### src/hw/rtl/pfe_pkg.sv
// ---------------------------------------------------------------------------
// pfe_pkg
// Shared constants, codes and control structs of the page framebuffer engine.
// ---------------------------------------------------------------------------
package pfe_pkg;

    localparam int FRAME_WIDTH  = 128;
    localparam int FRAME_HEIGHT = 64;
    localparam int CHUNK_BYTES  = 16;

    localparam int PAGE_COUNT   = (FRAME_HEIGHT + 7) / 8;
    localparam int STORE_BYTES  = FRAME_WIDTH * PAGE_COUNT;
    localparam int ADDR_W       = $clog2(STORE_BYTES);
    localparam int IDX_W        = ADDR_W + 1;
    localparam int COL_W        = 7;
    localparam int PAGE_W       = 3;
    localparam int ROW_W        = 6;
    localparam int CHUNK_W      = CHUNK_BYTES * 8;
    localparam int CHUNK_CNT_W  = $clog2(CHUNK_BYTES);

    typedef enum logic [1:0] {
        OP_PIXEL  = 2'd0,
        OP_ROW    = 2'd1,
        OP_FILL   = 2'd2,
        OP_UPDATE = 2'd3
    } pfe_op_t;

    typedef enum logic [1:0] {
        ST_DONE  = 2'd0,
        ST_OOB   = 2'd1,
        ST_CHUNK = 2'd2
    } pfe_status_t;

    typedef struct packed {
        pfe_op_t            opcode;
        logic signed [15:0] pixel_x;
        logic signed [15:0] pixel_y;
        logic               pixel_on;
        logic [ROW_W-1:0]   frame_row;
        logic [3:0]         byte_column;
        logic [7:0]         data_byte;
        logic [COL_W-1:0]   col_start;
        logic [COL_W-1:0]   col_end;
        logic [PAGE_W-1:0]  page_start;
        logic [PAGE_W-1:0]  page_end;
    } pfe_item_t;

    typedef struct packed {
        pfe_status_t        status;
        logic [PAGE_W-1:0]  chunk_page;
        logic [COL_W-1:0]   chunk_column;
        logic [63:0]        chunk_low;
        logic [63:0]        chunk_high;
        logic               first_of_run;
        logic               last_of_run;
        logic [COL_W-1:0]   echo_col_start;
        logic [COL_W-1:0]   echo_col_end;
        logic [PAGE_W-1:0]  echo_page_start;
        logic [PAGE_W-1:0]  echo_page_end;
    } pfe_result_t;

    // controller to datapath
    typedef struct packed {
        logic load;
        logic rmw_rd;
        logic rmw_wr;
        logic fill_en;
        logic fill_zero;
        logic upd_rd;
        logic out_single;
        logic out_chunk;
    } pfe_cmd_t;

    // datapath to controller
    typedef struct packed {
        pfe_op_t in_op;
        logic    in_empty;
        logic    rmw_last;
        logic    fill_last;
        logic    rd_last;
        logic    upd_done;
    } pfe_stat_t;

endpackage

### src/hw/rtl/pfe_ctrl.sv
// ---------------------------------------------------------------------------
// pfe_ctrl
// Sequencer of the page framebuffer engine: clear pass, operation steps and
// the result valid flag.
// ---------------------------------------------------------------------------
module pfe_ctrl (
    input  logic               clk,
    input  logic               rst_n,
    input  logic               item_valid,
    output logic               item_ready,
    output logic               res_valid,
    input  logic               res_ready,
    input  pfe_pkg::pfe_stat_t stat,
    output pfe_pkg::pfe_cmd_t  ctl
);
    import pfe_pkg::*;

    typedef enum logic [8:0] {
        S_CLEAR    = 9'b000000001,
        S_IDLE     = 9'b000000010,
        S_RMW_RD   = 9'b000000100,
        S_RMW_WR   = 9'b000001000,
        S_FILL     = 9'b000010000,
        S_UPD_RD   = 9'b000100000,
        S_UPD_LAST = 9'b001000000,
        S_UPD_OUT  = 9'b010000000,
        S_RESP     = 9'b100000000
    } state_t;

    state_t state_reg;
    state_t state_next;
    logic   res_valid_reg;
    logic   res_valid_next;
    logic   out_free;

    assign out_free   = !res_valid_reg || res_ready;
    assign item_ready = (state_reg == S_IDLE);
    assign res_valid  = res_valid_reg;

    always_comb
    begin
        state_next     = state_reg;
        res_valid_next = res_valid_reg && !res_ready;
        ctl            = '0;
        case (state_reg)
            S_CLEAR:
            begin
                ctl.fill_en   = 1'b1;
                ctl.fill_zero = 1'b1;
                if (stat.fill_last)
                begin
                    state_next = S_IDLE;
                end
            end
            S_IDLE:
            begin
                if (item_valid)
                begin
                    ctl.load = 1'b1;
                    case (stat.in_op)
                        OP_PIXEL, OP_ROW: state_next = S_RMW_RD;
                        OP_FILL:          state_next = S_FILL;
                        OP_UPDATE:        state_next = stat.in_empty ? S_RESP : S_UPD_RD;
                        default:          state_next = S_RESP;
                    endcase
                end
            end
            S_RMW_RD:
            begin
                ctl.rmw_rd = 1'b1;
                state_next = S_RMW_WR;
            end
            S_RMW_WR:
            begin
                ctl.rmw_wr = 1'b1;
                state_next = stat.rmw_last ? S_RESP : S_RMW_RD;
            end
            S_FILL:
            begin
                ctl.fill_en = 1'b1;
                if (stat.fill_last)
                begin
                    state_next = S_RESP;
                end
            end
            S_UPD_RD:
            begin
                ctl.upd_rd = 1'b1;
                if (stat.rd_last)
                begin
                    state_next = S_UPD_LAST;
                end
            end
            S_UPD_LAST:
            begin
                // last byte of the chunk lands this cycle
                state_next = S_UPD_OUT;
            end
            S_UPD_OUT:
            begin
                if (out_free)
                begin
                    ctl.out_chunk  = 1'b1;
                    res_valid_next = 1'b1;
                    state_next     = stat.upd_done ? S_IDLE : S_UPD_RD;
                end
            end
            S_RESP:
            begin
                if (out_free)
                begin
                    ctl.out_single = 1'b1;
                    res_valid_next = 1'b1;
                    state_next     = S_IDLE;
                end
            end
            default:
            begin
                state_next = S_IDLE;
            end
        endcase
    end

    always_ff @(posedge clk or negedge rst_n)
    begin
        if (!rst_n)
        begin
            state_reg     <= S_CLEAR;
            res_valid_reg <= 1'b0;
        end
        else
        begin
            state_reg     <= state_next;
            res_valid_reg <= res_valid_next;
        end
    end

endmodule

### config.mk
export PLATFORM = sky130hd
export DESIGN_NAME = pfe_ctrl
export DESIGN_NICKNAME = d
export VERILOG_FILES = /design/src/hw/rtl/pfe_pkg.sv /design/src/hw/rtl/pfe_ctrl.sv
export SDC_FILE = /design/constraint.sdc
export NUM_CORES = 1
export LEC_CHECK = 0
export CORE_MARGIN = 1.5
export CORE_UTILIZATION = 35
export CTS_CLUSTER_SIZE = 30
export DETAILED_ROUTE_END_ITERATION = 6
export DONT_BUFFER_PORTS = 1
export PLACE_DENSITY_LB_ADDON = 0.05
export SKIP_LAST_GASP = 1
export SLEW_MARGIN = 20
export SYNTH_ARGS = -nofsm -noshare
export SYNTH_HDL_FRONTEND = slang
export SYNTH_SLANG_ARGS = --single-unit
### constraint.sdc
create_clock -name clk -period 3.3 [get_ports clk]
set_clock_uncertainty 0.1 [all_clocks]
set_input_delay 0 -clock clk [delete_from_list [all_inputs] [get_ports clk]]
set_output_delay 0 -clock clk [all_outputs]
set_load 0.03 [all_outputs]
---- After elaboration in Yosys (flattened, before gate mapping) ----
Index checks and enable logic that the tools add are counted.
cells by class
  eq/ne operators ......................... 18
  mux-type cells .......................... 23
  reductions and logical operators ........ 9
operators by type and width
  operator            number
  $pmux 9 s9          1
  $mux 9              8
  $pmux 9 s3          1
  $mux 1              12
  $ne 2x2->1 const B  6
  $eq 9x1->1 const B  1
  $eq 9x2->1 const B  1
  $eq 9x3->1 const B  1
  $eq 9x4->1 const B  1
  $eq 9x5->1 const B  1
  $eq 9x6->1 const B  1
  $eq 9x7->1 const B  1
  $eq 9x8->1 const B  1
  $eq 9x9->1 const B  1
  $mux 6              1
  $reduce_and 6->1    1
  $reduce_or 2->1     3
  $eq 2x2->1 const B  2
  $eq 2x1->1 const B  1
  $logic_not 1->1     2
  $logic_not 2->1     1
  $logic_and 1x1->1   1
  $logic_or 1x1->1    1
word-level totals
  bits in registers ....................... 10
  bits of input ports ..................... 11
  output and inout port bits .............. 10
  word-level logic and storage cells ...... 52

---- Longest topological paths before layout ----
  depth after elaboration ................. 5
  mapped depth ............................ 7
  depth with buffers taken out ............ 6

---- Worst setup path before layout ----
Ideal clock, no wire load.
  kind .................................... register -> output
  from .................................... register state_reg[4]
  to ...................................... output ctl[4] (netlist name)
  arrival ................................. 1.850 ns
  required time ........................... 3.200 ns
  setup slack ............................. 1.350 ns
  cell stages (with the launch flop) ...... 6
  path buffers ............................ 1
  cells stage by stage .................... dfrtp_1 -> buf_6 -> or4_4 -> nor2_1 -> and4_1 -> a41o_1
RTL lines
  item                      RTL line         source
  start: declaration        pfe_ctrl.sv:30   state_t state_reg;
  start signal: assignment  pfe_ctrl.sv:133  state_reg <= state_next;
  end: declaration          pfe_ctrl.sv:14   output pfe_pkg::pfe_cmd_t ctl

---- Final worst setup path ----
  from .................................... register state_reg[4]
  to ...................................... register state_reg[5]
on the way
  word-level cells in the longest chain between the ends .. 3
  elaborated cells between the ends (all ways) .. 17
  classes of those cells .................. eq/ne: 15; mux: 1; reduce/logical: 1
RTL lines
  item                        RTL line        source
  $eq 9x2->1 (*)              -
  net item_ready              pfe_ctrl.sv:10  output logic item_ready,
  $ne 2x2->1 (no line)        -
  $reduce_and 6->1 (no line)  -
Mark *: on every way through the listed nets, which the timed path passes. The rest lies on a longest branch.
A chain may end at the register's enable or synchronous reset.

==> results by stage <==
Setup path:
- The worst register-to-register path begins at state_reg[4].
- The most critical setup path has its endpoint at state_reg[5].
- The number of cell instances on the worst register-to-register path is 7.
- In this run the worst setup path begins at state_reg[4].
- The worst setup path is of the reg -> reg kind.
- The launching element type of the critical path is a register.
- The endpoint identified for the worst register-to-register timing path is state_reg[5].
- The slack of the worst reg-to-reg path is 740 ps.
- The arrival time at the worst endpoint is 2670 ps.
- The required arrival time at the worst endpoint is 3420 ps.
- The largest fanout of any net on the critical path is 11.
- The type of element capturing the critical path is a register.

Detailed routing:
- The detailed router placed 687 vias in this run.
- In the routed layout, each cell is associated on average with a via count of 5.59.
- After the first detailed-routing iteration, the DRC count stood at 18.
- Wires add up to 2130 microns.
- The first TritonRoute pass finished after 3 iterations.
- The wire length per cell after detailed routing is 17.3 microns.
- In the routed design, unresolved DRC markers number 0.
- The number of nets with antenna violations after detailed routing is 0.

Logic synthesis:
- The number of nets in the synthesized netlist is 96.
- Of the post-synthesis cell area, the dominant cell type holds 0.287.
- After synthesis, the share of flip-flops with an asynchronous set or reset is 1.00.
- Among all flip-flop cells after synthesis, the most frequent one is sky130_fd_sc_hd__dfrtp_1.
- The share of the Yosys chip area taken by registers is 0.321.
- By area the synthesized netlist is led by sky130_fd_sc_hd__dfrtp_1 (29%), sky130_fd_sc_hd__nor2_1 (6.7%), sky130_fd_sc_hd__nor3b_1 (3.8%).
- The number of synthesized flops with an enable pin is 0.
- After synthesis the netlist holds a flip-flop and latch count of 10.
- The number of distinct library cell variants in the gate-level netlist after synthesis is 41.
- The synthesized area is 785 sq um.
- Synthesis produced a netlist whose cell count is 85.
- The largest area contributor in the synthesized netlist is sky130_fd_sc_hd__dfrtp_1.
- The mean cell area of the mapped netlist is 9.23 sq um.
- For this run, the number of Yosys warnings is 0.

Global route:
- The first-pass GRT wire length is 3590 microns.
- The number of antenna violations at the first check in global routing is 0.
- Across every metal layer, demand over resource in global routing totals 0.189.
- The number of global-route vias before repair is 719.
- The residual overflow from global routing is 0.
- The pin count of the biggest net entering global routing is 12.

CTS:
- For the worst-skew pair, the clock arrives at the later sink with an insertion delay of 270 ps.
- The number of instances resized during post-cts repair is 0.
- The CTS tree is built.
- In this run the number of H-tree levels came out at 1.
- Counting the buffers created by CTS gives 3.
- Counting every sink on the clock net gives 10.
- The longest clock path from root to sink contains 2 buffers.
- The clock edge transition at the registers on the reported setup and hold paths is 80 ps.
- The cell sitting at the root of the clock tree is a sky130_fd_sc_hd__clkbuf_4.
- The count of buffers added by post-CTS timing repair for setup is 0.
- For this design, the CTS-stage hold fixing added 10 buffers.

Placed design:
- Prior to clock tree synthesis, the placed netlist has a worst setup slack of 1220 ps.
- Port buffering added 0 buffers.
- Routability-driven placement finished with a final weighted congestion of 0.779.
- The placed wire-length estimate is 1580 microns.

Cells and area:
- The final net count is 108.
- Compared with the post-synthesis result, the final layout area differs by 18.2%.
- In the layout the commonest cells are sky130_fd_sc_hd__nor2_1 (14), sky130_fd_sc_hd__dlygate4sd3_1 (10), sky130_fd_sc_hd__dfrtp_1 (9).
- The repair_antennas step left the layout with diodes totalling 0.
- The share of post-route cells with drive strength above 1 is 0.188.
- The flip-flop count of the largest register after layout is 9.
- The library cell used most frequently in the layout, excluding fill and tap cells, is sky130_fd_sc_hd__nor2_1.

Power and ir drop:
- Across the VDD grid, the largest voltage drop is 0.425 mV.
- The power density relative to cell area is 868 mW/mm^2.
- In this run the static leakage power is 0.394 nW.

STA:
- The actual slew at the worst max-slew pin is 568 ps.
- Setup total negative slack on the finished layout was measured at 0 ps.
- The maximum frequency from static timing analysis is 0.391 GHz.
- The shortest clock period the worst path allows after layout is 2560 ps.
- The remaining max-slew budget at the tightest pin is 0.620.
- Once routing completed, OpenROAD measured the worst setup slack at 745 ps.
- The number of max-slew violations in the final report is 0.
- Setup violations remaining at the end of the flow were counted as 0.
- Setup repair after global routing left no endpoint under its margin.
- The post-route fraction of the period consumed by the critical path is 0.774.
- The hold violation count in the final report came to 0.

Die:
- The die is 50.3 microns tall.
- In this run the horizontal extent of the chip is 50.3 microns.
- Row generation in the floorplan step produced 16 rows.
- The area of the core is 0.00204 sq mm.
- The die covers 0.00253 sq mm.
- 21 I/O pins were placed.
- For this configuration, the core starts out at a cell density of 0.384.

Worst hold path:
- The worst hold-check path type is in -> async.

Job:
- The number of maximum-capacitance violations is 0.

Outcome:
- The flow ran to the end, and the final reports show no timing, DRC or antenna violations.
==> critical path, cell delays in order (launching register included) <==
cell	delay (ps)
sky130_fd_sc_hd__dfrtp_1	520
sky130_fd_sc_hd__nor4_4	460
sky130_fd_sc_hd__nand4_1	230
sky130_fd_sc_hd__inv_2	240
sky130_fd_sc_hd__nand3_1	110
sky130_fd_sc_hd__o22a_1	180
sky130_fd_sc_hd__o22ai_1	90
sky130_fd_sc_hd__dlygate4sd3_1	560
==> cells by family (layout without fill, tap and decap cells) <==
| group | count (synthesis) | count (layout) | synth area share |
|---|---|---|---|
| simple gates | 48 | 48 | 0.399 |
| compound gates | 18 | 18 | 0.195 |
| flops | 10 | 10 | 0.321 |
| buf+inv | 7 | 18 | 0.0542 |
| mux | 2 | 2 | 0.0319 |
==> final cells by class <==
cell class | instances | area (sq um)
Multi-Input combinational cell | 68 | 490
Sequential cell | 10 | 251
Tap cell | 27 | 33.8
Timing Repair Buffer | 10 | 100
Inverter | 4 | 15.0
Fill cell | 218 | 1110
Clock buffer | 4 | 36.3
==> worst min path at each step <==
stage / start / to / slack [ps] / depth (start not counted)
6_report: rst_n / state_reg[2] / 20 / 1
5_1_grt: rst_n / state_reg[2] / 60 / 1
4_1_cts: rst_n / state_reg[2] / 40 / 1
3_5_place_dp: rst_n / state_reg[2] / -400 / 0
3_3_place_gp: rst_n / state_reg[2] / -400 / 0
2_1_floorplan: rst_n / res_valid / -400 / 0
==> synth_stat cells (all sizes together), types with 2 or more instances <==
master and number:
and2 3, and2b 3, buf 3, dfrtp 9, inv 4, nand2 5
nand2b 3, nand3 2, nand4 4, nor2 14, nor2b 4, nor3b 4
nor4 3, o211ai 2, o21ai 2, o22ai 3
==> report_power, final <==
part	leakage (nW)	internal, mW	total, mW	switching, mW
logic	0.242	0.206	0.466	0.260
registers	0.132	0.151	0.223	0.0725
clock network	0.0210	0.0671	0.115	0.0484
==> stage by stage <==
stage / instance area (sq um) / hold WS, ps / power [mW] / util / std cells
global placement: 791 / -395 / 0.650 / 0.387 / 109
finish: 927 / 18.7 / 0.805 / 0.454 / 123
detailed placement: 791 / -395 / 0.638 / 0.387 / 109
floorplan: 785 / -396 / 0.579 / - / 85
global route: 927 / 62.6 / 0.861 / 0.454 / 123
CTS: 927 / 41.0 / 0.804 / 0.454 / 123
==> routing by layer <==
layer	up-vias	track usage	wire length, microns
li1	338	-	-
met1	332	0.247	1000
met2	13	0.303	994
met3	4	0.0714	103
met4	0	0.0315	27
met5	-	0	0
Power figures use the tool's default switching activity.
